==> config.mk <==
export PLATFORM = sky130hd
export DESIGN_NAME = thw_div
export DESIGN_NICKNAME = d
export VERILOG_FILES = /design/src/design/thw_pkg.sv /design/src/design/thw_div.sv
export SDC_FILE = /design/constraint.sdc
export NUM_CORES = 2
export LEC_CHECK = 0
export BUFFER_PORTS_ARGS = -buffer_cell sky130_fd_sc_hd__buf_4
export CORE_ASPECT_RATIO = 1.2
export CORE_MARGIN = 1
export CORE_UTILIZATION = 55
export DETAILED_ROUTE_END_ITERATION = 16
export PLACE_DENSITY = 0.71
export SKIP_CTS_REPAIR_TIMING = 1
export SLEW_MARGIN = 20
export SYNTH_ARGS = -nofsm -noshare
export SYNTH_HDL_FRONTEND = slang
export SYNTH_SLANG_ARGS = --single-unit
==> constraint.sdc <==
create_clock -name clk -period 7.1 [get_ports clk]
set_clock_uncertainty 0.1 [all_clocks]
set_input_delay 0.355 -clock clk [delete_from_list [all_inputs] [get_ports clk]]
set_output_delay 0.355 -clock clk [all_outputs]
set_load 0.1 [all_outputs]
==> src/design/thw_pkg.sv <==
// ----------------------------------------------------------------------------
// thw_pkg
// Shared widths, register codes, payload structs and fixed-point helpers for
// the tapered Hann window weight pipeline.
// ----------------------------------------------------------------------------
package thw_pkg;

	// field widths
	localparam int SIZE_W     = 13;
	localparam int ALPHA_W    = 17;
	localparam int IDX_W      = 12;
	localparam int WEIGHT_W   = 18;
	localparam int CFG_IDX_W  = 3;
	localparam int CFG_DATA_W = 17;

	localparam int MAX_SIZE         = 4096;
	localparam int WEIGHT_FRAC_BITS = 16;
	localparam int ALPHA_ONE        = 65536;

	// register indexes
	localparam logic [CFG_IDX_W-1:0] REG_WINDOW_SIZE = 3'd0;
	localparam logic [CFG_IDX_W-1:0] REG_ALPHA       = 3'd1;
	localparam logic [CFG_IDX_W-1:0] REG_FLAT_LENGTH = 3'd2;
	localparam logic [CFG_IDX_W-1:0] REG_RISE_LENGTH = 3'd3;
	localparam logic [CFG_IDX_W-1:0] REG_FALL_LENGTH = 3'd4;

	// phase and divider geometry
	localparam int PH_BITS   = 24;
	localparam int QUOT_W    = PH_BITS + 1;
	localparam int DIV_W     = 12;
	localparam int NUM_W     = IDX_W + PH_BITS;
	localparam int DIV_STEPS = QUOT_W;

	localparam int QUARTER_TURN = 1 << (PH_BITS - 2);
	localparam int EIGHTH_TURN  = 1 << (PH_BITS - 3);

	// cosine arithmetic, Q30
	localparam int Q_W                 = 30;
	localparam logic [32:0] TWO_PI_Q30 = 33'd6746518852;
	localparam logic [Q_W:0] ONE_Q30   = 31'h4000_0000;
	localparam int TERMS               = 5;
	localparam int TERM_IDX_W          = 3;

	// exact floor division by the Taylor denominators: (p * M) >> K, p < 2^30
	localparam logic [63:0] RCP_2       = ((64'd1 << 31) + 64'd2 - 64'd1) / 64'd2;
	localparam logic [63:0] RCP_24      = ((64'd1 << 35) + 64'd24 - 64'd1) / 64'd24;
	localparam logic [63:0] RCP_720     = ((64'd1 << 40) + 64'd720 - 64'd1) / 64'd720;
	localparam logic [63:0] RCP_40320   = ((64'd1 << 46) + 64'd40320 - 64'd1) / 64'd40320;
	localparam logic [63:0] RCP_3628800 = ((64'd1 << 52) + 64'd3628800 - 64'd1) / 64'd3628800;
	localparam logic [63:0] RCP_6       = ((64'd1 << 33) + 64'd6 - 64'd1) / 64'd6;
	localparam logic [63:0] RCP_120     = ((64'd1 << 37) + 64'd120 - 64'd1) / 64'd120;
	localparam logic [63:0] RCP_5040    = ((64'd1 << 43) + 64'd5040 - 64'd1) / 64'd5040;
	localparam logic [63:0] RCP_362880  = ((64'd1 << 49) + 64'd362880 - 64'd1) / 64'd362880;

	typedef struct packed {
		logic [SIZE_W-1:0]  window_size;
		logic [ALPHA_W-1:0] alpha;
		logic [SIZE_W-1:0]  flat_length;
		logic [SIZE_W-1:0]  rise_length;
		logic [SIZE_W-1:0]  fall_length;
	} cfg_t;

	// request to the phase divider
	typedef struct packed {
		logic [NUM_W-1:0] num;
		logic [DIV_W-1:0] den;
		logic             off;
		logic             one;
		logic             err;
	} div_req_t;

	// one step of the phase divider
	typedef struct packed {
		logic [DIV_W-1:0]  rem;
		logic [NUM_W-1:0]  num;
		logic [DIV_W-1:0]  den;
		logic [QUOT_W-1:0] quo;
		logic              off;
		logic              one;
		logic              err;
	} div_stage_t;

	// phase in turns from the divider
	typedef struct packed {
		logic [QUOT_W-1:0] quo;
		logic              off;
		logic              one;
		logic              err;
	} phase_t;

	// clamped cosine, Q30
	typedef struct packed {
		logic signed [31:0] cosv;
		logic               one;
		logic               err;
	} cos_res_t;

	// rounded Q30 product
	function automatic logic [Q_W-1:0] mul_q30(input logic [Q_W:0] a, input logic [Q_W-1:0] b);
		logic [2*Q_W:0] prod;
		prod = (2*Q_W+1)'(a) * (2*Q_W+1)'(b) + (2*Q_W+1)'(ONE_Q30 >> 1);
		return prod[2*Q_W-1:Q_W];
	endfunction

	// reciprocal multiplier for term k of the cosine or sine series
	function automatic logic [31:0] rcp_mult(input logic cos_mode, input logic [TERM_IDX_W-1:0] k);
		logic [63:0] m;
		m = '0;
		if (cos_mode) begin
			case (k)
				3'd0: m = RCP_2;
				3'd1: m = RCP_24;
				3'd2: m = RCP_720;
				3'd3: m = RCP_40320;
				3'd4: m = RCP_3628800;
				default: m = '0;
			endcase
		end else begin
			case (k)
				3'd0: m = RCP_6;
				3'd1: m = RCP_120;
				3'd2: m = RCP_5040;
				3'd3: m = RCP_362880;
				default: m = '0;
			endcase
		end
		return m[31:0];
	endfunction

	// matching right shift
	function automatic logic [5:0] rcp_shift(input logic cos_mode, input logic [TERM_IDX_W-1:0] k);
		logic [5:0] s;
		s = 6'd31;
		if (cos_mode) begin
			case (k)
				3'd0: s = 6'd31;
				3'd1: s = 6'd35;
				3'd2: s = 6'd40;
				3'd3: s = 6'd46;
				3'd4: s = 6'd52;
				default: s = 6'd31;
			endcase
		end else begin
			case (k)
				3'd0: s = 6'd33;
				3'd1: s = 6'd37;
				3'd2: s = 6'd43;
				3'd3: s = 6'd49;
				default: s = 6'd31;
			endcase
		end
		return s;
	endfunction

endpackage

==> src/design/thw_div.sv <==
// ----------------------------------------------------------------------------
// thw_div
// Pipelined restoring divider for the phase: one quotient bit per stage.
// ----------------------------------------------------------------------------
module thw_div (
	input  logic               clk,
	input  logic               arst_n,
	input  logic               i_valid,
	output logic               i_ready,
	input  thw_pkg::div_req_t  i_req,
	output logic               o_valid,
	input  logic               o_ready,
	output thw_pkg::phase_t    o_ph
);

	localparam int NST = thw_pkg::DIV_STEPS;

	logic [NST-1:0] vld_q;
	logic [NST:0]   en;

	// stall chain
	always_comb begin
		en[NST] = o_ready;
		for (int k = NST - 1; k >= 0; k--) begin
			en[k] = !vld_q[k] || en[k+1];
		end
	end

	always_ff @(posedge clk or negedge arst_n) begin
		if (!arst_n) begin
			vld_q <= '0;
		end else begin
			for (int k = 0; k < NST; k++) begin
				if (en[k]) begin
					vld_q[k] <= (k == 0) ? i_valid : vld_q[k-1];
				end
			end
		end
	end

	assign i_ready = en[0];
	assign o_valid = vld_q[NST-1];

	thw_pkg::div_stage_t stg_s [NST];

	for (genvar j = 0; j < NST; j++) begin : g_step
		localparam int BIT = thw_pkg::QUOT_W - 1 - j;

		thw_pkg::div_stage_t src, nxt;
		logic [thw_pkg::DIV_W:0] rr;
		logic                     ge;

		// source of this step
		if (j == 0) begin : g_first
			always_comb begin
				src.rem = thw_pkg::DIV_W'(i_req.num[thw_pkg::NUM_W-1:thw_pkg::QUOT_W]);
				src.num = i_req.num;
				src.den = i_req.den;
				src.quo = '0;
				src.off = i_req.off;
				src.one = i_req.one;
				src.err = i_req.err;
			end
		end else begin : g_next
			assign src = stg_s[j-1];
		end

		// compare and subtract for one quotient bit
		always_comb begin
			rr  = {src.rem, src.num[BIT]};
			ge  = rr >= {1'b0, src.den};
			nxt = src;
			nxt.rem = ge ? thw_pkg::DIV_W'(rr - {1'b0, src.den}) : thw_pkg::DIV_W'(rr);
			nxt.quo = {src.quo[thw_pkg::QUOT_W-2:0], ge};
		end

		always_ff @(posedge clk) begin
			if (en[j]) begin
				stg_s[j] <= nxt;
			end
		end
	end

	assign o_ph.quo = stg_s[NST-1].quo;
	assign o_ph.off = stg_s[NST-1].off;
	assign o_ph.one = stg_s[NST-1].one;
	assign o_ph.err = stg_s[NST-1].err;

endmodule

Yosys cells after proc, flatten, opt, wreduce, memory -nomap -nowiden
Memories as Yosys holds them, arrays and structs flattened.
Cells that the tools add are included.

word-level totals
  memory bits (writable) = 2,200
  bits in registers = 25
  word-level logic and storage cells = 201
  memories = 1

operators by class
  $add $sub $neg = 25
  reduce and logical (&&, ||, !) cells = 50
  mux-type cells = 75
  $lt $le $gt $ge = 25

memory list
  memory  depth  width  rd ports  clocked after memory_dff  wr ports  line           RTL
  stg_s   25     88     25        0                         25        thw_div.sv:44  thw_pkg::div_stage_t stg_s [NST];

operators with widths
  cell                                              count
  13-bit by 12-bit >= comparator with 1-bit output  24
  12-bit 2-to-1 mux                                 25
  12-bit subtractor                                 25
  1-bit 2-to-1 mux                                  50
  1-bit zero test                                   25
  1-bit logical OR                                  25
  12-bit >= comparator                              1

Depth between registers and ports, before layout
  depth after elaboration = 28
  depth in mapped cells = 10
  mapped depth without buffers = 9

Least setup slack after synthesis
Ideal clock, no wire load.

  path kind = reg2reg
  from = reg vld_q[24]
  to = mem stg_s[0][0] (netlist bit), enable pin
  required time = 5.970 ns
  arrival time = 6.798 ns
  setup slack = -0.828 ns
  setup time = 1.030 ns
  path buffers = 1
  cell stages (with the launch flop) = 10
  cell sequence = dfrtp_1 > nand2b_1 > nor2_2 > inv_1 > nor4_4 > nand3_2 > nor2_1 > and4_1 > buf_2 > nand3_1

RTL lines
  item                              line           RTL
  start: declaration                thw_div.sv:18  logic [NST-1:0] vld_q;
  start signal: indexed assignment  thw_div.sv:35  vld_q[k] <= (k == 0) ? i_valid : vld_q[k-1];
  end: declaration                  thw_div.sv:44

Worst setup path in the final report
  from = reg vld_q[24]
  to = out i_ready

on the way
  word-level cells in the longest chain between the ends = 26

RTL lines
  item                            line           RTL
  1-bit zero test                 thw_div.sv:25  en[k] = !vld_q[k] || en[k+1];
  1-bit logical OR                thw_div.sv:25
  named net en[24]                thw_div.sv:19  logic [NST:0] en;
  1-bit logical OR                thw_div.sv:25
  named net en[23]                thw_div.sv:19
  1-bit logical OR (17 in a row)  thw_div.sv:25
  named net en[6]                 thw_div.sv:19
  1-bit logical OR (6 in a row)   thw_div.sv:25
  end: declaration                thw_div.sv:9   output logic i_ready,

The timed path passes the listed nets, and every way through them passes these cells.

==> metrics.txt <==
outcome=complete, no violations; Tcrit/Tclk final=73.39%; CP Capture Type=primary output; post-synth net total=4239; # setup viols final=0; number of synthesized flops with an enable pin=1276; num rows=129; WHS=0.009618 ns; DR WL/cell=19.50 um; Synth async-reset ratio=1.922%; fillcell total=7430; drt pass-1 iters=5; synthesis-stage register bit count=1301; Mapped Area=57830 um^2; sequential cell area=38940 um^2; mux cell area share after synthesis=5.324%; CTS tree=yes; Num CTS Buffers=130; H-tree lvl count=4; maximum VDD drop=268.5 uV; clock sink count=1301; pin count of the biggest net entering global routing=56; starting density of the core=55.81%; Least-Margin Pin Slew=0.9378 ns; Die Y=357.2 um; Max stage delay on crit path=0.70 ns; power density cells=458.4 nW/um^2; Crit Path Max Fanout=54; Yosys warning count=0; Slew Viols, Final=0; post-DP HPWL=78270 um; GR Util All Layers=20.87%; Nets=4510; Via Count=31207; RSZ-0062 raised after global routing=false; min cycle time layout=5.211 ns; die area=106500 um^2; die span in x=298.0 um; Synth Area in Simple Gates=5.867%; Max Cap Viol=0; setup TNS=0 ns; fin util=62.92%; Root Buffer=clkbuf_16; initial drt markers=1636; total power=29.89 mW; ys flop type=edfxtp_1; Routed Antenna Nets=0; Distinct cells, synth=72; Area growth, synth to finish=12.74%; Clock Latency Late Sink=0.76 ns; largest family of logic cells by synthesized area=compound AO/OA/AOI/OAI gates; initial antenna violation count=3; Slew HR=37.48%; Synth Area in XOR/XNOR=2.302%; Core Region=103600 um^2; Setup WS pre-CTS=2.514 ns; Critical path buffers and inverters=3; mean number of vias per cell=5.568; # port buffers=84; register area share after synthesis=67.34%; crit path kind=flip-flop to primary output; Worst setup SP type=flip-flop; share of post-route cells with drive strength above 1=14.54%; Max Buffers Root-to-Sink=3; Ports=85; Hold Violations, Final=0; CP max-delay cell=nand3_2; maximum clock rate=191.9 MHz; Worst Setup Slack, final=1.889 ns; Clock transition at path regs=0.06 ns; Syn Inst Count=3860; Adder-Cell Fraction of Synth Area=7.321%; Routed WL=109300 um; GRT overflow=0; worst path cell trace=nand2b_1 -> nor2_2 -> inv_2 -> nor4_4 -> nand3_2 -> buf_4 -> nor2_1 -> and4_1 -> nand3_2 -> buf_4; Synth Area in Compound Gates=8.580%; gpl congestion=0.8784; vias in the first global route=31591; syn_area_per_cell=14.98 um^2; LEAKAGE=25.64 nW; crit path DAT=4.76 ns; multi-input logic area=17150 um^2; Top Family by Delay on Critical Path=simple AND/OR/NAND/NOR gates; DRC=0; Hold Crit Class=primary input to async pin; required time of the critical path=6.64 ns; first-pass GRT wire length=170300 um
flip-flops by register name, summed over array words and instances, names as in the netlist:
register,count
stg_s,1276
vld_q,25
path summary, 6_finish.rpt:
| path | end | depth (start not counted) | slack [ns] | startpoint |
|---|---|---|---|---|
| max in group asynchronous | vld_q[24]$_DFFE_PN0P_ | 3 | 6.09 | arst_n |
| worst min-delay path | vld_q[23]$_DFFE_PN0P_ | 2 | 0.01 | arst_n |
| worst min register to register | stg_s[1][535]$_DFFE_PP_ | 0 | 0.30 | stg_s[1][446]$_DFFE_PP_ |
| worst max-delay path | i_ready | 10 | 1.89 | vld_q[24]$_DFFE_PN0P_ |
| min in group clk | vld_q[22]$_DFFE_PN0P_ | 5 | 0.15 | o_ready |
| worst max register to register | stg_s[0][43]$_DFFE_PP_ | 10 | 2.72 | vld_q[24]$_DFFE_PN0P_ |
where the power goes:
part | internal [mW] | switching [mW] | total, mW
Sequential | 11.4 | 1.09 | 12.5
Clock | 3.92 | 2.88 | 6.80
Combinational | 4.95 | 5.61 | 10.6
metal layers:
metal | share of wire (%) | wire length (um) | vias to the layer above | track usage, %
met4 | 4.9 | 5327 | 4 | 10.93
li1 | - | - | 15161 | -
met3 | 3.8 | 4125 | 249 | 3.638
met1 | 38 | 42000 | 15164 | 23.09
met2 | 53 | 57840 | 629 | 38.30
met5 | 0.025 | 27 | - | 0
cell usage in the layout, fill, tap and decap left out, types with 25 or more instances in the layout:
cell type and instances:
o31a_1 26, o21ai_0 105, dfrtp_1 25, edfxtp_1 1276
ha_1 300, inv_1 438, buf_4 119, or2_2 28
xor2_1 56, mux2_2 205, o21a_1 89, a21oi_1 131
dlygate4sd3_1 54, xnor2_1 96, mux2i_1 68, o311ai_0 36
nor3_1 46, nand2b_1 50, nand2_1 114, a21o_1 57
clkbuf_16 131, or3_1 31, o31ai_1 35, and3_1 25
nand4_1 62, nor2_1 130, nor2b_1 61
worst register-to-register path, delay by kind of cell, from the launching register on:
family	cells	cell delay [ns]
AND/OR/NAND/NOR	7	2.69
buffers and inverters	3	0.96
flip-flops	1	0.34
cells in the mapped netlist (26+ instances only):
| cell type | instances | share of area [%] |
|---|---|---|
| edfxtp_1 | 1276 | 66 |
| inv_1 | 446 | 2.9 |
| ha_1 | 300 | 6.5 |
| mux2_2 | 205 | 4.0 |
| a21oi_1 | 131 | 1.1 |
| nor2_1 | 130 | 0.84 |
| nand2_1 | 124 | 0.80 |
| o21ai_0 | 105 | 0.91 |
| xnor2_1 | 96 | 1.5 |
| o21a_1 | 89 | 1.2 |
| mux2i_1 | 68 | 1.2 |
| nand4_1 | 62 | 0.67 |
| nor2b_1 | 61 | 0.66 |
| a21o_1 | 57 | 0.74 |
| xor2_1 | 56 | 0.85 |
| nand2b_1 | 50 | 0.54 |
| nor3_1 | 46 | 0.40 |
| o311ai_0 | 36 | 0.55 |
| o31ai_1 | 35 | 0.45 |
| or3_1 | 31 | 0.34 |
| nand3_1 | 28 | 0.24 |
| or2_2 | 28 | 0.30 |
| o31a_1 | 26 | 0.39 |
cell families after synthesis:
| family | after synthesis |
|---|---|
| AOI/OAI and AO/OA | 675 |
| xor gates and xnor gates | 152 |
| adders and majority gates | 324 |
| buffers and inverters | 480 |
| DFF | 1301 |
| muxes | 279 |
| and+or+nand+nor | 649 |
stage by stage:
stage	instances	area, um^2
CTS	5550	64610
global route	5604	65200
global placement	5320	60300
detailed placement	5320	60340
floorplan	3860	57840
finish	5605	65200
area by class of cell:
cell class,count,share of cell area (%)
diodes,1,0.003838
clock buffers,160,5.271
clock inverters,70,1.282
inverters,446,2.575
multi-input cells,2079,26.30
flip-flops and latches,1301,59.73
well taps,1375,2.639
repair buffers,173,2.199
Power figures use the tool's default switching activity.
