$ cat src/design/thw_pkg.sv
// ----------------------------------------------------------------------------
// thw_pkg
// Shared widths, register codes, payload structs and fixed-point helpers for
// the tapered Hann window weight pipeline.
// ----------------------------------------------------------------------------
package thw_pkg;

	// field widths
	localparam int SIZE_W     = 13;
	localparam int ALPHA_W    = 17;
	localparam int IDX_W      = 12;
	localparam int WEIGHT_W   = 18;
	localparam int CFG_IDX_W  = 3;
	localparam int CFG_DATA_W = 17;

	localparam int MAX_SIZE         = 4096;
	localparam int WEIGHT_FRAC_BITS = 16;
	localparam int ALPHA_ONE        = 65536;

	// register indexes
	localparam logic [CFG_IDX_W-1:0] REG_WINDOW_SIZE = 3'd0;
	localparam logic [CFG_IDX_W-1:0] REG_ALPHA       = 3'd1;
	localparam logic [CFG_IDX_W-1:0] REG_FLAT_LENGTH = 3'd2;
	localparam logic [CFG_IDX_W-1:0] REG_RISE_LENGTH = 3'd3;
	localparam logic [CFG_IDX_W-1:0] REG_FALL_LENGTH = 3'd4;

	// phase and divider geometry
	localparam int PH_BITS   = 24;
	localparam int QUOT_W    = PH_BITS + 1;
	localparam int DIV_W     = 12;
	localparam int NUM_W     = IDX_W + PH_BITS;
	localparam int DIV_STEPS = QUOT_W;

	localparam int QUARTER_TURN = 1 << (PH_BITS - 2);
	localparam int EIGHTH_TURN  = 1 << (PH_BITS - 3);

	// cosine arithmetic, Q30
	localparam int Q_W                 = 30;
	localparam logic [32:0] TWO_PI_Q30 = 33'd6746518852;
	localparam logic [Q_W:0] ONE_Q30   = 31'h4000_0000;
	localparam int TERMS               = 5;
	localparam int TERM_IDX_W          = 3;

	// exact floor division by the Taylor denominators: (p * M) >> K, p < 2^30
	localparam logic [63:0] RCP_2       = ((64'd1 << 31) + 64'd2 - 64'd1) / 64'd2;
	localparam logic [63:0] RCP_24      = ((64'd1 << 35) + 64'd24 - 64'd1) / 64'd24;
	localparam logic [63:0] RCP_720     = ((64'd1 << 40) + 64'd720 - 64'd1) / 64'd720;
	localparam logic [63:0] RCP_40320   = ((64'd1 << 46) + 64'd40320 - 64'd1) / 64'd40320;
	localparam logic [63:0] RCP_3628800 = ((64'd1 << 52) + 64'd3628800 - 64'd1) / 64'd3628800;
	localparam logic [63:0] RCP_6       = ((64'd1 << 33) + 64'd6 - 64'd1) / 64'd6;
	localparam logic [63:0] RCP_120     = ((64'd1 << 37) + 64'd120 - 64'd1) / 64'd120;
	localparam logic [63:0] RCP_5040    = ((64'd1 << 43) + 64'd5040 - 64'd1) / 64'd5040;
	localparam logic [63:0] RCP_362880  = ((64'd1 << 49) + 64'd362880 - 64'd1) / 64'd362880;

	typedef struct packed {
		logic [SIZE_W-1:0]  window_size;
		logic [ALPHA_W-1:0] alpha;
		logic [SIZE_W-1:0]  flat_length;
		logic [SIZE_W-1:0]  rise_length;
		logic [SIZE_W-1:0]  fall_length;
	} cfg_t;

	// request to the phase divider
	typedef struct packed {
		logic [NUM_W-1:0] num;
		logic [DIV_W-1:0] den;
		logic             off;
		logic             one;
		logic             err;
	} div_req_t;

	// one step of the phase divider
	typedef struct packed {
		logic [DIV_W-1:0]  rem;
		logic [NUM_W-1:0]  num;
		logic [DIV_W-1:0]  den;
		logic [QUOT_W-1:0] quo;
		logic              off;
		logic              one;
		logic              err;
	} div_stage_t;

	// phase in turns from the divider
	typedef struct packed {
		logic [QUOT_W-1:0] quo;
		logic              off;
		logic              one;
		logic              err;
	} phase_t;

	// clamped cosine, Q30
	typedef struct packed {
		logic signed [31:0] cosv;
		logic               one;
		logic               err;
	} cos_res_t;

	// rounded Q30 product
	function automatic logic [Q_W-1:0] mul_q30(input logic [Q_W:0] a, input logic [Q_W-1:0] b);
		logic [2*Q_W:0] prod;
		prod = (2*Q_W+1)'(a) * (2*Q_W+1)'(b) + (2*Q_W+1)'(ONE_Q30 >> 1);
		return prod[2*Q_W-1:Q_W];
	endfunction

	// reciprocal multiplier for term k of the cosine or sine series
	function automatic logic [31:0] rcp_mult(input logic cos_mode, input logic [TERM_IDX_W-1:0] k);
		logic [63:0] m;
		m = '0;
		if (cos_mode) begin
			case (k)
				3'd0: m = RCP_2;
				3'd1: m = RCP_24;
				3'd2: m = RCP_720;
				3'd3: m = RCP_40320;
				3'd4: m = RCP_3628800;
				default: m = '0;
			endcase
		end else begin
			case (k)
				3'd0: m = RCP_6;
				3'd1: m = RCP_120;
				3'd2: m = RCP_5040;
				3'd3: m = RCP_362880;
				default: m = '0;
			endcase
		end
		return m[31:0];
	endfunction

	// matching right shift
	function automatic logic [5:0] rcp_shift(input logic cos_mode, input logic [TERM_IDX_W-1:0] k);
		logic [5:0] s;
		s = 6'd31;
		if (cos_mode) begin
			case (k)
				3'd0: s = 6'd31;
				3'd1: s = 6'd35;
				3'd2: s = 6'd40;
				3'd3: s = 6'd46;
				3'd4: s = 6'd52;
				default: s = 6'd31;
			endcase
		end else begin
			case (k)
				3'd0: s = 6'd33;
				3'd1: s = 6'd37;
				3'd2: s = 6'd43;
				3'd3: s = 6'd49;
				default: s = 6'd31;
			endcase
		end
		return s;
	endfunction

endpackage

$ cat src/design/thw_wgt.sv
// ----------------------------------------------------------------------------
// thw_wgt
// Weight alpha - (1 - alpha) * cos, rounded to Q1.16 and clamped. The last
// stage is the output register of the block.
// ----------------------------------------------------------------------------
module thw_wgt (
	input  logic                                clk,
	input  logic                                arst_n,
	input  logic [thw_pkg::ALPHA_W-1:0]         alpha,
	input  logic                                i_valid,
	output logic                                i_ready,
	input  thw_pkg::cos_res_t                   i_cos,
	output logic                                o_valid,
	input  logic                                o_ready,
	output logic signed [thw_pkg::WEIGHT_W-1:0] o_weight,
	output logic                                o_error
);

	localparam int NST = 2;
	localparam int SH  = 46 - thw_pkg::WEIGHT_FRAC_BITS;
	localparam logic signed [thw_pkg::WEIGHT_W+1:0] ONE_W =
		(thw_pkg::WEIGHT_W+2)'(1 << thw_pkg::WEIGHT_FRAC_BITS);

	logic [NST-1:0] vld_q;
	logic [NST:0]   en;

	// stall chain
	always_comb begin
		en[NST] = o_ready;
		for (int k = NST - 1; k >= 0; k--) begin
			en[k] = !vld_q[k] || en[k+1];
		end
	end

	always_ff @(posedge clk or negedge arst_n) begin
		if (!arst_n) begin
			vld_q <= '0;
		end else begin
			for (int k = 0; k < NST; k++) begin
				if (en[k]) begin
					vld_q[k] <= (k == 0) ? i_valid : vld_q[k-1];
				end
			end
		end
	end

	assign i_ready = en[0];
	assign o_valid = vld_q[NST-1];

	// stage 1: (1 - alpha) * cos
	logic [thw_pkg::ALPHA_W-1:0] asat_c, comp_c;

	always_comb begin
		asat_c = (alpha > thw_pkg::ALPHA_W'(thw_pkg::ALPHA_ONE)) ?
			thw_pkg::ALPHA_W'(thw_pkg::ALPHA_ONE) : alpha;
		comp_c = thw_pkg::ALPHA_W'(thw_pkg::ALPHA_ONE) - asat_c;
	end

	logic signed [49:0]          prod_s1;
	logic [thw_pkg::ALPHA_W-1:0] asat_s1;
	logic                        one_s1, err_s1;

	always_ff @(posedge clk) begin
		if (en[0]) begin
			prod_s1 <= signed'({1'b0, comp_c}) * i_cos.cosv;
			asat_s1 <= asat_c;
			one_s1  <= i_cos.one;
			err_s1  <= i_cos.err;
		end
	end

	// stage 2: difference, round half up, clamp
	logic signed [49:0]                   w_c;
	logic signed [49:0]                   rnd_c;
	logic signed [thw_pkg::WEIGHT_W+1:0]  r_c;
	logic signed [thw_pkg::WEIGHT_W+1:0]  sel_c;

	always_comb begin
		w_c   = signed'(50'(asat_s1) << 30) - prod_s1;
		rnd_c = (w_c + signed'(50'(1) << (SH - 1))) >>> SH;
		r_c   = rnd_c[thw_pkg::WEIGHT_W+1:0];
		if (err_s1) begin
			sel_c = '0;
		end else if (one_s1) begin
			sel_c = ONE_W;
		end else if (r_c > ONE_W) begin
			sel_c = ONE_W;
		end else if (r_c < -ONE_W) begin
			sel_c = -ONE_W;
		end else begin
			sel_c = r_c;
		end
	end

	logic signed [thw_pkg::WEIGHT_W-1:0] weight_s2;
	logic                                err_s2;

	always_ff @(posedge clk) begin
		if (en[1]) begin
			weight_s2 <= sel_c[thw_pkg::WEIGHT_W-1:0];
			err_s2    <= err_s1;
		end
	end

	assign o_weight = weight_s2;
	assign o_error  = err_s2;

endmodule

$ cat config.mk
export PLATFORM = sky130hd
export DESIGN_NAME = thw_wgt
export DESIGN_NICKNAME = d
export VERILOG_FILES = /design/src/design/thw_pkg.sv /design/src/design/thw_wgt.sv
export SDC_FILE = /design/constraint.sdc
export NUM_CORES = 1
export LEC_CHECK = 0
export BUFFER_PORTS_ARGS = -buffer_cell sky130_fd_sc_hd__clkbuf_2
export CAP_MARGIN = 20
export CORE_MARGIN = 3
export CORE_UTILIZATION = 60
export CTS_BUF_LIST = sky130_fd_sc_hd__clkbuf_4
export CTS_CLUSTER_SIZE = 24
export DETAILED_ROUTE_END_ITERATION = 10
export MAX_ROUTING_LAYER = met4
export PLACE_DENSITY = 0.83
export SYNTH_ARGS = -nofsm -noshare
export SYNTH_HDL_FRONTEND = slang
export SYNTH_SLANG_ARGS = --single-unit
$ cat constraint.sdc
create_clock -name clk -period 3.1 [get_ports clk]
set_clock_uncertainty 0.1 [all_clocks]
set_input_delay 0.775 -clock clk [delete_from_list [all_inputs] [get_ports clk]]
set_output_delay 0.775 -clock clk [all_outputs]
set_load 0.01 [all_outputs]
Word-level counts from Yosys, hierarchy flattened
Index checks and enable logic that the tools add are counted.
{"block": "classes", "multipliers": 1, "bitwise_logic": 0, "shift": 0, "n_div": 0, "muxes": 4, "addsub": 3, "order_cmp": 3, "reduce_logical": 6, "eq_ne": 0}
{"operator": "$mux 17", "count": 3}
{"operator": "$add 50x31->50 const B", "count": 1}
{"operator": "$mul 18x32->50", "count": 1}
{"operator": "$sub 48x50->50", "count": 1}
{"operator": "$gt 20x18->1 const B", "count": 1}
{"operator": "$lt 20x17->1 const B", "count": 1}
{"operator": "$mux 18", "count": 1}
{"operator": "$gt 17x17->1 const B", "count": 1}
{"operator": "$sub 17x17->17 const A", "count": 1}
{"operator": "$reduce_or 4->1", "count": 1}
{"operator": "$reduce_or 3->1", "count": 1}
{"operator": "$logic_not 1->1", "count": 2}
{"operator": "$logic_or 1x1->1", "count": 2}
{"block": "totals", "romBits": 0, "elab_cells": 27, "latch_bits": 0, "memories": 0, "regBits": 90, "mem_bits_rw": 0, "output_inout_bits": 21, "input_bits": 55}

Longest topological paths before layout
{"block": "depth", "word_depth": 6, "depth_mapped": 39, "depth_no_buf": 36}

Worst setup path before layout
No wires, ideal clock.
{"block": "synth_path", "kind": "input-to-reg", "startpoint": "in alpha[0] in the netlist's numbering", "endpoint": "reg prod_s1[46] (data pin)", "cell_stages": 37, "slack_ns": -6.595, "required_time_ns": 2.740, "setup_time_ns": 0.260, "path_buffers": 3, "arrival_time_ns": 9.336, "cell_sequence": "or3_4 > and4bb_2 > nand3_1 > o21ai_2 > clkbuf_1 > and2_1 > clkbuf_1 > inv_1 > ha_1 > and3b_1 > nor3b_2 > o21ai_2 > nor2_1 > o221ai_2 > buf_2 > nand2_1 > fa_1 > inv_1 > fa_1 > fa_1 > fa_1 > fa_1 > inv_1 > fa_1 > inv_1 > ha_1 > a211o_1 > a21oi_1 > a2bb2oi_1 > nand3b_1 > a31oi_1 > a211oi_1 > o21ai_0 > o21ai_0 > a211o_1 > a21oi_1 > xnor2_1"}
{"block": "synth_between", "elab_chain_cells": 4}
{"item": "start: declaration", "line": "thw_wgt.sv:9", "text": "input logic [thw_pkg::ALPHA_W-1:0] alpha,"}
{"item": "$gt 17x17->1", "line": "thw_wgt.sv:54", "text": "asat_c = (alpha > thw_pkg::ALPHA_W'(thw_pkg::ALPHA_ONE)) ?"}
{"item": "$mux 17 *", "line": "thw_wgt.sv:54"}
{"item": "named net asat_c (one bit)", "line": "thw_wgt.sv:51", "text": "logic [thw_pkg::ALPHA_W-1:0] asat_c, comp_c;"}
{"item": "$sub 17x17->17 *", "line": "thw_wgt.sv:56", "text": "comp_c = thw_pkg::ALPHA_W'(thw_pkg::ALPHA_ONE) - asat_c;"}
{"item": "$mul 18x32->50 *", "line": "thw_wgt.sv:65", "text": "prod_s1 <= signed'({1'b0, comp_c}) * i_cos.cosv;"}
{"item": "end signal: assignment", "line": "thw_wgt.sv:65"}
{"item": "end: declaration", "line": "thw_wgt.sv:59", "text": "logic signed [49:0] prod_s1;"}
The timed path passes the listed nets; every way through them passes the cells marked *.
A chain may end at the register's enable or synchronous reset.

Worst setup path after layout
{"block": "layout_path", "startpoint": "in alpha[8] in the netlist's numbering", "endpoint": "reg prod_s1[46] (data pin)"}
{"block": "layout_between", "elab_chain_cells": 4}
{"item": "$gt 17x17->1", "line": "thw_wgt.sv:54"}
{"item": "$mux 17 *", "line": "thw_wgt.sv:54"}
{"item": "$sub 17x17->17 *", "line": "thw_wgt.sv:56"}
{"item": "$mul 18x32->50 *", "line": "thw_wgt.sv:65"}
Every way passes the cells marked *; elsewhere a longest branch is shown, timed or not.

==> metrics.md <==
| Metric | Value |
|---|---|
| Status | finished, violations left |
| Violated checks | negative setup slack |
| Pin count of the biggest net entering global routing | 71 |
| Crit-path max FO | 6 |
| Max-slew headroom | 0.345 |
| Clock tree buffer depth | 2 |
| Min Tclk post-route | 8840 ps |
| Worst min path class | input port to register |
| PnR worst setup slack | -5740 ps |
| Buffers & Inverters on Critical Path | 11 |
| Area grow syn2layout | 24.8% |
| Max-Cap Viols | 0 |
| Iteration-0 DRC count of the detailed router | 1,964 |
| Worst path required time | 3260 ps |
| Ys async rst share | 0.0222 |
| Seq/Total Area, Yosys | 0.117 |
| Overall routing resource usage | 0.350 |
| Initial antenna violation count | 0 |
| Ys flop type | edfxtp_1 |
| DRT Wirelength | 75,200 um |
| Library cells used by synthesis | 59 |
| Vias in the first global route | 21,600 |
| Mean Syn Cell Area | 9.39 um2 |
| Critical path's largest stage delay | 530 ps |
| Cells after Synth | 2,457 |
| Setup TNS | -237,620 ps |
| CTS tree | done |
| Final ANT Viol Nets | 0 |
| Final GP Congestion | 0.948 |
| Synthesized net count | 3,169 |
| Critical Path AT | 9000 ps |
| Yosys warnings | 0 |
| Critical path class | input port to register |
| Top Family by Delay on Critical Path | adder cells |
| Post-DP HPWL | 50,600 um |
| Max Slew Vio Count | 0 |
| Number of synthesized flops with an enable pin | 88 |
| Row count | 71 |
| Maximum level of the CTS H-tree | 3 |
| Final Setup Violations | 66 |
| Actual slew at the worst max-slew pin | 983 ps |
| Die Ht | 202 um |
| Worst skew pair latency | 480 ps |
| Synthesized area | 23,100 um2 |
| Clock root cell | clkbuf_4 |
| Drt pass-1 iters | 8 |
| F_max | 113 MHz |
| CP Launch Type | input port |
| Clk sinks | 90 |
| Final worst-path cycle share | 2.85 |
| RSZ-0062 raised after global routing | yes |
| Critical Path Sink Type | register |
| Chip width | 202 um |
| Vias | 19,700 |
| First-pass GRT wire length | 109,000 um |
| Grt total ovfl | 0 |
| Drt drc | 0 |
| CTS clk-pin slew, worst paths | 160 ps |
| # IOs | 76 |
| Core area | 37,800 um2 |
| Num CTS Buffers | 9 |
| Via/cell ratio | 5.86 |
| Final layout net count | 3,556 |
| Die ar. | 40,800 um2 |
| Final Hold Viols | 0 |
| Initial Utilization | 0.611 |
| CP max-delay cell | fa_1 |
| Synthesized flop and latch total | 90 |
| Avg WL per Cell | 22.4 um |
| Port bufs | 75 |
| Share of cells above drive strength 1 | 0.257 |
| Most frequent CP cell | fa_1 |
## cells by family after synthesis
group	share of synthesized area
buffers and inverters	0.118
adder cells (fa/ha/maj)	0.526
AO/OA/AOI/OAI	0.0487
AND/OR/NAND/NOR	0.161
flip-flops	0.117
multiplexers	0.000434
XOR/XNOR	0.0291
## repair_timing
| action | 4_1_cts | 5_1_grt |
|---|---|---|
| gates cloned | 4 | 1 |
| pin swaps | 42 | 107 |
| setup buffers | 51 | 34 |
| resized for setup | 141 | 172 |
| endpoints found under the setup margin | 66 | 66 |
| hold endpoints to repair | 2 | 0 |
| hold buffers | 1 | 0 |
## per-stage QoR
stage	setup WS [ps]	hold WS, ps	instance area (um2)	std cells	util
2_1_floorplan	-5730	335	23500	2457	-
3_3_place_gp	-5660	347	26800	3279	0.709
3_5_place_dp	-5920	357	26800	3279	0.709
4_1_cts	-5360	376	28000	3347	0.742
5_1_grt	-6000	354	28800	3359	0.763
6_report	-5740	360	28800	3360	0.763
## cell usage after synthesis, types with 30 or more instances
library cell,instances,area share
inv_1,622,0.10
nor2b_1,79,0.021
and2_1,183,0.050
fa_1,521,0.45
ha_1,136,0.074
nand2_1,321,0.052
edfxtp_1,88,0.11
nor2_1,55,0.0089
xnor2_1,49,0.019
clkbuf_1,83,0.014
a21o_1,30,0.0098
a21oi_1,50,0.011
o21ai_0,33,0.0072
## path summary, 6_finish.rpt
path | from | to | slack, ps | depth (start not counted)
max in group asynchronous | arst_n | vld_q[0]$_DFFE_PN0P_ | 2330 | 2
worst min register to register | vld_q[0]$_DFFE_PN0P_ | vld_q[1]$_DFFE_PN0P_ | 400 | 1
worst min-delay path | i_cos[0] | err_s1$_DFFE_PP_ | 360 | 1
min in group asynchronous | arst_n | vld_q[1]$_DFFE_PN0P_ | 480 | 2
worst max-delay path | alpha[8] | prod_s1[46]$_DFFE_PP_ | -5740 | 41
worst max register to register | prod_s1[8]$_DFFE_PP_ | o_weight[9]$_SDFFCE_PP0P_ | -360 | 13
## registers in the layout, summed over array words and instances, names as in the netlist
register	count
asat_s1	17
o_weight	18
err_s1	1
o_error	1
vld_q	2
one_s1	1
prod_s1	50
## area by class of cell
type,instances,area (um2)
clock buffers,9,67.6
multi-input cells,1647,19000
fillers,2177,8960
inverters,622,2340
well taps,511,639
clock inverters,6,90.1
flip-flops and latches,90,2690
diodes,1,2.50
repair buffers,474,3930
## layer usage
metal | up-vias | share of wire | track usage
met1 | 9783 | 0.34 | 0.409
met3 | 523 | 0.092 | 0.0480
li1 | 8011 | - | -
met5 | - | 0 | -
met2 | 1389 | 0.50 | 0.603
met4 | 0 | 0.075 | 0.168
## layout by cell type (no fill, tap or decap), drive strengths merged, types with 3 or more instances in the layout
master	count
o21ai	39
nor4	11
nand3	13
xor2	26
nor3b	4
ha	136
or3	3
o21bai	8
inv	624
and3	25
buf	398
a21oi	51
or2	3
xnor2	49
nand4	10
nor2	55
o21a	6
and2	183
a211oi	3
a31oi	6
nand2	322
clkbuf	83
nor3	11
fa	521
a311oi	4
o2111ai	5
nor2b	79
a21o	30
edfxtp	88
nand2b	16
nand3b	5
a211o	4
Power is not shown: default switching activity piles up to over one toggle a cycle in this logic, so the estimate is an artifact.
