`config.mk`:
```
export PLATFORM = sky130hd
export DESIGN_NAME = thw_front
export DESIGN_NICKNAME = d
export VERILOG_FILES = /design/src/design/thw_pkg.sv /design/src/design/thw_front.sv
export SDC_FILE = /design/constraint.sdc
export NUM_CORES = 1
export LEC_CHECK = 0
export ABC_AREA = 1
export BUFFER_PORTS_ARGS = -buffer_cell sky130_fd_sc_hd__buf_2
export CORE_MARGIN = 1.5
export CORE_UTILIZATION = 52
export DETAILED_ROUTE_END_ITERATION = 16
export HOLD_SLACK_MARGIN = 0.08
export PLACE_DENSITY = 0.88
export SKIP_CTS_REPAIR_TIMING = 1
export SYNTH_ARGS = -nofsm -noshare
export SYNTH_HDL_FRONTEND = slang
export SYNTH_SLANG_ARGS = --single-unit
export TNS_END_PERCENT = 100
```
`constraint.sdc`:
```
create_clock -name clk -period 2.83 [get_ports clk]
set_input_delay 0.1415 -clock clk [delete_from_list [all_inputs] [get_ports clk]]
set_output_delay 0.1415 -clock clk [all_outputs]
set_load 0.05 [all_outputs]
```
`src/design/thw_pkg.sv`:
```
// ----------------------------------------------------------------------------
// thw_pkg
// Shared widths, register codes, payload structs and fixed-point helpers for
// the tapered Hann window weight pipeline.
// ----------------------------------------------------------------------------
package thw_pkg;

	// field widths
	localparam int SIZE_W     = 13;
	localparam int ALPHA_W    = 17;
	localparam int IDX_W      = 12;
	localparam int WEIGHT_W   = 18;
	localparam int CFG_IDX_W  = 3;
	localparam int CFG_DATA_W = 17;

	localparam int MAX_SIZE         = 4096;
	localparam int WEIGHT_FRAC_BITS = 16;
	localparam int ALPHA_ONE        = 65536;

	// register indexes
	localparam logic [CFG_IDX_W-1:0] REG_WINDOW_SIZE = 3'd0;
	localparam logic [CFG_IDX_W-1:0] REG_ALPHA       = 3'd1;
	localparam logic [CFG_IDX_W-1:0] REG_FLAT_LENGTH = 3'd2;
	localparam logic [CFG_IDX_W-1:0] REG_RISE_LENGTH = 3'd3;
	localparam logic [CFG_IDX_W-1:0] REG_FALL_LENGTH = 3'd4;

	// phase and divider geometry
	localparam int PH_BITS   = 24;
	localparam int QUOT_W    = PH_BITS + 1;
	localparam int DIV_W     = 12;
	localparam int NUM_W     = IDX_W + PH_BITS;
	localparam int DIV_STEPS = QUOT_W;

	localparam int QUARTER_TURN = 1 << (PH_BITS - 2);
	localparam int EIGHTH_TURN  = 1 << (PH_BITS - 3);

	// cosine arithmetic, Q30
	localparam int Q_W                 = 30;
	localparam logic [32:0] TWO_PI_Q30 = 33'd6746518852;
	localparam logic [Q_W:0] ONE_Q30   = 31'h4000_0000;
	localparam int TERMS               = 5;
	localparam int TERM_IDX_W          = 3;

	// exact floor division by the Taylor denominators: (p * M) >> K, p < 2^30
	localparam logic [63:0] RCP_2       = ((64'd1 << 31) + 64'd2 - 64'd1) / 64'd2;
	localparam logic [63:0] RCP_24      = ((64'd1 << 35) + 64'd24 - 64'd1) / 64'd24;
	localparam logic [63:0] RCP_720     = ((64'd1 << 40) + 64'd720 - 64'd1) / 64'd720;
	localparam logic [63:0] RCP_40320   = ((64'd1 << 46) + 64'd40320 - 64'd1) / 64'd40320;
	localparam logic [63:0] RCP_3628800 = ((64'd1 << 52) + 64'd3628800 - 64'd1) / 64'd3628800;
	localparam logic [63:0] RCP_6       = ((64'd1 << 33) + 64'd6 - 64'd1) / 64'd6;
	localparam logic [63:0] RCP_120     = ((64'd1 << 37) + 64'd120 - 64'd1) / 64'd120;
	localparam logic [63:0] RCP_5040    = ((64'd1 << 43) + 64'd5040 - 64'd1) / 64'd5040;
	localparam logic [63:0] RCP_362880  = ((64'd1 << 49) + 64'd362880 - 64'd1) / 64'd362880;

	typedef struct packed {
		logic [SIZE_W-1:0]  window_size;
		logic [ALPHA_W-1:0] alpha;
		logic [SIZE_W-1:0]  flat_length;
		logic [SIZE_W-1:0]  rise_length;
		logic [SIZE_W-1:0]  fall_length;
	} cfg_t;

	// request to the phase divider
	typedef struct packed {
		logic [NUM_W-1:0] num;
		logic [DIV_W-1:0] den;
		logic             off;
		logic             one;
		logic             err;
	} div_req_t;

	// one step of the phase divider
	typedef struct packed {
		logic [DIV_W-1:0]  rem;
		logic [NUM_W-1:0]  num;
		logic [DIV_W-1:0]  den;
		logic [QUOT_W-1:0] quo;
		logic              off;
		logic              one;
		logic              err;
	} div_stage_t;

	// phase in turns from the divider
	typedef struct packed {
		logic [QUOT_W-1:0] quo;
		logic              off;
		logic              one;
		logic              err;
	} phase_t;

	// clamped cosine, Q30
	typedef struct packed {
		logic signed [31:0] cosv;
		logic               one;
		logic               err;
	} cos_res_t;

	// rounded Q30 product
	function automatic logic [Q_W-1:0] mul_q30(input logic [Q_W:0] a, input logic [Q_W-1:0] b);
		logic [2*Q_W:0] prod;
		prod = (2*Q_W+1)'(a) * (2*Q_W+1)'(b) + (2*Q_W+1)'(ONE_Q30 >> 1);
		return prod[2*Q_W-1:Q_W];
	endfunction

	// reciprocal multiplier for term k of the cosine or sine series
	function automatic logic [31:0] rcp_mult(input logic cos_mode, input logic [TERM_IDX_W-1:0] k);
		logic [63:0] m;
		m = '0;
		if (cos_mode) begin
			case (k)
				3'd0: m = RCP_2;
				3'd1: m = RCP_24;
				3'd2: m = RCP_720;
				3'd3: m = RCP_40320;
				3'd4: m = RCP_3628800;
				default: m = '0;
			endcase
		end else begin
			case (k)
				3'd0: m = RCP_6;
				3'd1: m = RCP_120;
				3'd2: m = RCP_5040;
				3'd3: m = RCP_362880;
				default: m = '0;
			endcase
		end
		return m[31:0];
	endfunction

	// matching right shift
	function automatic logic [5:0] rcp_shift(input logic cos_mode, input logic [TERM_IDX_W-1:0] k);
		logic [5:0] s;
		s = 6'd31;
		if (cos_mode) begin
			case (k)
				3'd0: s = 6'd31;
				3'd1: s = 6'd35;
				3'd2: s = 6'd40;
				3'd3: s = 6'd46;
				3'd4: s = 6'd52;
				default: s = 6'd31;
			endcase
		end else begin
			case (k)
				3'd0: s = 6'd33;
				3'd1: s = 6'd37;
				3'd2: s = 6'd43;
				3'd3: s = 6'd49;
				default: s = 6'd31;
			endcase
		end
		return s;
	endfunction

endpackage

```
`src/design/thw_front.sv`:
```
// ----------------------------------------------------------------------------
// thw_front
// Resolves the window segments, picks the segment of the index and forms the
// phase numerator and denominator. Three pipeline stages.
// ----------------------------------------------------------------------------
module thw_front (
	input  logic                           clk,
	input  logic                           arst_n,
	input  thw_pkg::cfg_t                  cfg,
	input  logic                           i_valid,
	output logic                           i_ready,
	input  logic [thw_pkg::IDX_W-1:0]      i_index,
	output logic                           o_valid,
	input  logic                           o_ready,
	output thw_pkg::div_req_t              o_req
);

	localparam int NST = 3;

	logic [NST-1:0] vld_q;
	logic [NST:0]   en;

	// stall chain, a bubble absorbs a stall
	always_comb begin
		en[NST] = o_ready;
		for (int k = NST - 1; k >= 0; k--) begin
			en[k] = !vld_q[k] || en[k+1];
		end
	end

	always_ff @(posedge clk or negedge arst_n) begin
		if (!arst_n) begin
			vld_q <= '0;
		end else begin
			for (int k = 0; k < NST; k++) begin
				if (en[k]) begin
					vld_q[k] <= (k == 0) ? i_valid : vld_q[k-1];
				end
			end
		end
	end

	assign i_ready = en[0];
	assign o_valid = vld_q[NST-1];

	// stage 1: effective size and segment lengths
	logic [thw_pkg::SIZE_W-1:0] size_c, rise_c, fall_c, half_c, szmf_c;
	logic [thw_pkg::SIZE_W+1:0] sum_c;
	logic                        over_c, full_c;

	always_comb begin
		size_c = (cfg.window_size > thw_pkg::SIZE_W'(thw_pkg::MAX_SIZE)) ?
			thw_pkg::SIZE_W'(thw_pkg::MAX_SIZE) : cfg.window_size;
		sum_c  = (thw_pkg::SIZE_W+2)'(cfg.flat_length) + (thw_pkg::SIZE_W+2)'(cfg.rise_length)
			+ (thw_pkg::SIZE_W+2)'(cfg.fall_length);
		over_c = sum_c > (thw_pkg::SIZE_W+2)'(size_c);
		half_c = (size_c - cfg.flat_length) >> 1;
		if (over_c) begin
			full_c = (cfg.flat_length > size_c) || (cfg.flat_length == '0);
			if (cfg.flat_length == size_c) begin
				rise_c = '0;
				fall_c = '0;
			end else begin
				rise_c = half_c;
				fall_c = half_c;
			end
		end else begin
			full_c = (cfg.flat_length == '0);
			rise_c = cfg.rise_length;
			fall_c = cfg.fall_length;
		end
		szmf_c = size_c - fall_c;
	end

	logic [thw_pkg::IDX_W-1:0]  idx_s1;
	logic [thw_pkg::SIZE_W-1:0] size_s1, rise_s1, fall_s1, szmf_s1;
	logic                        full_s1;

	always_ff @(posedge clk) begin
		if (en[0]) begin
			idx_s1  <= i_index;
			size_s1 <= size_c;
			rise_s1 <= rise_c;
			fall_s1 <= fall_c;
			szmf_s1 <= szmf_c;
			full_s1 <= full_c;
		end
	end

	// stage 2: segment select
	logic [thw_pkg::SIZE_W-1:0] idx_x, m_c, len_c;
	logic [thw_pkg::IDX_W-1:0]  n_c;
	logic                        err_c, one_c, off_c, sh24_c;

	always_comb begin
		idx_x  = {1'b0, idx_s1};
		m_c    = idx_x - szmf_s1;
		err_c  = idx_x >= size_s1;
		n_c    = '0;
		len_c  = '0;
		off_c  = 1'b0;
		sh24_c = 1'b0;
		one_c  = 1'b1;
		if (full_s1) begin
			n_c    = idx_s1;
			len_c  = size_s1;
			sh24_c = 1'b1;
			one_c  = size_s1 < thw_pkg::SIZE_W'(2);
		end else if (idx_x < rise_s1) begin
			n_c   = idx_s1;
			len_c = rise_s1;
			one_c = rise_s1 < thw_pkg::SIZE_W'(2);
		end else if (idx_x >= szmf_s1) begin
			n_c   = m_c[thw_pkg::IDX_W-1:0];
			len_c = fall_s1;
			off_c = 1'b1;
			one_c = fall_s1 < thw_pkg::SIZE_W'(2);
		end
	end

	logic [thw_pkg::IDX_W-1:0]  n_s2;
	logic [thw_pkg::SIZE_W-1:0] len_s2;
	logic                        err_s2, one_s2, off_s2, sh24_s2;

	always_ff @(posedge clk) begin
		if (en[1]) begin
			n_s2    <= n_c;
			len_s2  <= len_c;
			err_s2  <= err_c;
			one_s2  <= one_c;
			off_s2  <= off_c;
			sh24_s2 <= sh24_c;
		end
	end

	// stage 3: numerator n * 2^bits + d / 2
	logic [thw_pkg::SIZE_W-1:0] dfull_c;
	logic [thw_pkg::DIV_W-1:0]  den_c;
	logic [thw_pkg::NUM_W-1:0]  num_c;

	always_comb begin
		dfull_c = len_s2 - thw_pkg::SIZE_W'(1);
		den_c   = dfull_c[thw_pkg::DIV_W-1:0];
		num_c   = (sh24_s2 ? {n_s2, {thw_pkg::PH_BITS{1'b0}}}
			: {1'b0, n_s2, {(thw_pkg::PH_BITS-1){1'b0}}})
			+ thw_pkg::NUM_W'(den_c >> 1);
	end

	thw_pkg::div_req_t req_s3;

	always_ff @(posedge clk) begin
		if (en[2]) begin
			req_s3.num <= num_c;
			req_s3.den <= den_c;
			req_s3.off <= off_s2;
			req_s3.one <= one_s2;
			req_s3.err <= err_s2;
		end
	end

	assign o_req = req_s3;

endmodule

```
# After elaboration in Yosys (flattened, before gate mapping)
# Cells that the tools add are included.
# op_classes
n_mux,17
n_eq_ne,1
magnitude_cmp,9
addsub,7
n_reduce_logical,9
# op_table
cell,count
two-way mux 12 bit,7
less-than comparator 13 x 2 -> 1 bit (second input constant),3
two-way mux 13 bit,3
adder 36 x 11 -> 36 bit,1
two-way mux 36 bit,1
>= comparator 12 x 13 -> 1 bit,2
subtractor 13 bit,2
adder 14 x 13 -> 15 bit,1
> comparator 15 x 13 -> 1 bit,1
adder 13 x 13 -> 14 bit,1
== test 13 bit,1
> comparator 13 bit,1
> comparator 13 bit (second input constant),1
logical NOT 13 bit,1
less-than comparator 12 x 13 -> 1 bit,1
subtractor 12 x 1 -> 12 bit (second input constant),1
subtractor 12 bit,1
two-way mux 1 bit,6
logical OR 1 bit,4
logical NOT 1 bit,3
OR reduction 2 bit,1
# totals
ff_bits,147
output_inout_bits,53

# Depth between registers and ports, before layout
# depth
word_depth,6
ltp_mapped,31
depth_no_buf,31

# Least setup slack after synthesis
# OpenSTA, ideal clock, no wires.
# synth_timing
path_kind,input port to flip-flop
start,input port cfg[1] (netlist bit)
end,"register szmf_s1[12] (netlist bit), data pin"
arrival_time_ps,4433
setup_time_ps,252
setup_slack_ps,-1855
stages,26
required_ps,2578
cell_sequence,fa_1 > ha_1 > fa_1 > nand3_1 > nand2_1 > a21oi_1 > xnor2_1 > ha_1 > nand2_1 > inv_1 > nand2_1 > nor4_1 > nand3b_1 > nand2_4 > nor2_8 > inv_1 > o21ai_0 > ha_1 > fa_1 > o21ai_0 > a21oi_1 > o21ai_0 > a21o_1 > a21oi_1 > nand3_1 > nand2_1
# synth_between
elab_chain_len,4
# synth_lines
element,line,source
start: declaration,thw_front.sv:9,"input thw_pkg::cfg_t cfg,"
adder 14 x 13 -> 15 bit,thw_front.sv:55,+ (thw_pkg::SIZE_W+2)'(cfg.fall_length);
> comparator 15 x 13 -> 1 bit,thw_front.sv:56,over_c = sum_c > (thw_pkg::SIZE_W+2)'(size_c);
two-way mux 13 bit,thw_front.sv:58,if (over_c) begin
"named net fall_c, one bit",thw_front.sv:47,"logic [thw_pkg::SIZE_W-1:0] size_c, rise_c, fall_c, half_c, szmf_c;"
subtractor 13 bit,thw_front.sv:72,szmf_c = size_c - fall_c;
"named net szmf_c, one bit",thw_front.sv:47,
end signal: assignment,thw_front.sv:85,szmf_s1 <= szmf_c;
end: declaration,thw_front.sv:76,"logic [thw_pkg::SIZE_W-1:0] size_s1, rise_s1, fall_s1, szmf_s1;"
# The timed path passes the listed nets, and every way through them passes these cells.
# A chain may end at the register's enable or synchronous reset.

# Worst setup path after layout
# layout_timing
start,input port cfg[27] (netlist bit)
end,"register szmf_s1[12] (netlist bit), data pin"
# layout_between
elab_chain_len,5
# layout_lines
element,line,source
adder 13 x 13 -> 14 bit,thw_front.sv:54,sum_c = (thw_pkg::SIZE_W+2)'(cfg.flat_length) + (thw_pkg::SIZE_W+2)'(cfg.rise_length)
adder 14 x 13 -> 15 bit,thw_front.sv:55,
> comparator 15 x 13 -> 1 bit,thw_front.sv:56,
two-way mux 13 bit (*),thw_front.sv:58,
"named net fall_c, one bit",thw_front.sv:47,
subtractor 13 bit (*),thw_front.sv:72,
"named net szmf_c, one bit",thw_front.sv:47,
# Mark *: on every way through the listed nets, which the timed path passes. The rest lies on a longest branch.

==> impl_metrics.ini <==
[power]
leakage_uw = 0.00590
power.total_uw = 12700
powerDensity_nw_per_um2 = 1040
ir_worst_vdd_mv = 0.810

[timing]
max_slew_margin = 0.364
fmax_mhz = 215
hold_viol_final = 0
rsz0062_at_grt = true
final.min_clock_period_ps = 4640
period_share = 1.64
fin_skew_ps = 8.83
setup_violations = 40
setup_slack_ps = -1810
fin_worst_hold_slack_ps = 79.0
tightest_slew_ps = 954
maxSlewViolCount = 0

[clocking]
cts_buffer_depth = 2
cts_htree_levels = 4
clock_latency_ps = 420
numCtsBuffers = 17
cts_root_buf = clkbuf_16
cts_tree = built
numClockSinks = 124
path_clk_slew_ps = 60

[global_route]
grt_usage = 0.264
overflow = 0
grt_max_degree = 50
grt_pass1_vias = 7395
grt_antenna_before_repair = 0
grt_first_pass_wirelength_mm = 35.9

[logic_synthesis]
postSynthAreaPerCell_um2 = 9.42
synthMuxAreaShare = 0
synth-edff-count = 121
synth_cells = 921
synth-compound-area-share = 0.120
ys_ff_latch = 124
async_reset_ff_frac = 0.0242
synth-simple-area-share = 0.146
ys.flop_type = edfxtp_1
synth-adder-area-share = 0.163
synth_area_um2 = 8670
ys_types = 48
yosysSeqAreaShare = 0.428
synthXorXnorAreaFrac = 0.0505
ys_warn_count = 0
synth_top_family_by_area = adder cells

[setup_path]
path_common_cell = nand2_1
worst_setup_path_start_kind = input pin
max_stage_delay_ps = 470
timing.rr.start = idx_s1[4]$_DFFE_PP_
r2r_slack_ps = 320
cp.arrival_ps = 4820
r2r_end = len_s2[4]$_DFFE_PP_
path_max_fanout = 6
critPathCaptureType = register
slowest_stage = fa_1
setup.worst_path.class = in -> reg
cp.required_ps = 3010
r2r_cells = 10

[final_layout]
synthToLayoutAreaGrowth_pct = 40.7
regArea_um2 = 3710
final_nets = 1427
multiInputGateArea_um2 = 4720
final_area_um2 = 12200
stdcell_count = 1472
fill_cells = 980
diodes = 0
drive_gt1_frac = 0.363

[placement]
port_buffers = 108
dp.cells = 1397
dpl.hpwl_mm = 17.4
placed_area_um2 = 10800
place_ws_ps = -1870
gp_congestion = 0.950

[worst_hold_path]
min_to = rise_s1[8]$_DFFE_PP_
hold_class = in -> reg
hold_path_depth = 3
hold_start = cfg[21]

[floorplanning]
core_um2 = 16500
dieArea_um2 = 17500
initial_core_util = 0.527
num_rows = 47
ioPinCount = 138
die-width_um = 132
die_y_um = 132

[routing]
vias = 8086
vias_per_cell = 5.49
final_antenna_net_count = 0
wl_per_cell_um = 17.7
drtIter0Drc = 751
routed_wl_mm = 26.1
drc = 0
firstDrtPassIters = 5

[status]
violations = setup timing
outcome = finished with violations

[run]
max-cap-violations = 0
-- worst max-delay path, delay by kind of cell --
family,cells,cell delay [ps]
xor+xnor,1,190
simple gates,10,1020
compound gates,9,1400
fa+ha+maj,5,1520
buf+inv,5,540
-- stage by stage --
| step | TNS (ps) | utilization |
|---|---|---|
| 2_1_floorplan | -19230 | - |
| 3_3_place_gp | -34650 | 0.656 |
| 3_5_place_dp | -38950 | 0.656 |
| 4_1_cts | -22220 | 0.693 |
| 5_1_grt | -40210 | 0.741 |
| 6_report | -34310 | 0.741 |
-- routing by layer --
metal,global-route usage,routed length [um],vias up
met2,0.472,13300,497
met1,0.304,9560,3734
met3,0.0392,1800,120
li1,-,-,3735
met4,0.141,1480,0
met5,0,0,-
-- cells in the final DEF (no fill, tap or decap), types with 12 or more instances in the layout --
master and instances:
a21oi_1 55, a21oi_2 14, a31oi_1 15, buf_2 104
buf_4 182, buf_6 18, clkbuf_16 17, conb_1 12
dlygate4sd3_1 15, edfxtp_1 121, fa_1 14, ha_1 71
ha_4 14, inv_1 133, inv_2 14, nand2_1 147
nand2_2 16, nand3_1 22, nor2_1 43, o21ai_0 36
o21ai_4 12, xnor2_1 18, xor2_1 27
-- registers in the layout, indices dropped and copies added, names as in the netlist, 3 cells and up --
name,flops
idx_s1,12
n_s2,12
o_req,28
szmf_s1,13
fall_s1,13
rise_s1,13
vld_q,3
size_s1,13
len_s2,12
-- cell type report --
class                           count  area share
Timing Repair inverter              1    0.000718
Clock inverter                     13      0.0142
Clock buffer                       19      0.0363
Sequential cell                   124       0.304
Multi-Input combinational cell    624       0.387
Tap cell                          220      0.0226
Timing Repair Buffer              322       0.188
Inverter                          149      0.0471
-- where the power goes --
group | leakage (uW) | switching (uW) | internal, uW
Clock | 0.000300 | 774 | 1490
Combinational | 0.00431 | 4220 | 2850
Sequential | 0.00129 | 402 | 2990
Total | 0.00590 | 5400 | 7330
-- synth_stat cells, types with 18 or more instances --
cell type	n	area share
inv_1	139	0.060
a21oi_1	70	0.040
nand2_1	170	0.074
ha_1	86	0.12
xnor2_1	20	0.020
buf_4	23	0.020
o21ai_0	45	0.026
xor2_1	30	0.030
nor2_1	46	0.020
a31oi_1	18	0.013
edfxtp_1	121	0.42
nand3_1	26	0.015
-- worst max path at each step --
stage / from / cells past startpoint / end
after floorplan: cfg[29] / 30 / szmf_s1[12]$_DFFE_PP_
after global placement: cfg[29] / 32 / szmf_s1[12]$_DFFE_PP_
final: cfg[27] / 30 / szmf_s1[12]$_DFFE_PP_
after detailed placement: cfg[1] / 29 / szmf_s1[12]$_DFFE_PP_
after CTS: cfg[29] / 31 / szmf_s1[12]$_DFFE_PP_
after global routing: cfg[27] / 30 / szmf_s1[12]$_DFFE_PP_
-- kinds of logic (layout without fill, tap and decap cells) --
| group | after synthesis | in the layout |
|---|---|---|
| other cells | 1 | 12 |
| simple gates | 291 | 291 |
| fa+ha+maj | 103 | 103 |
| flops | 124 | 124 |
| compound gates | 168 | 168 |
| xor+xnor | 50 | 50 |
| buf+inv | 184 | 504 |
Note: power is estimated with default switching activity, not from simulation.
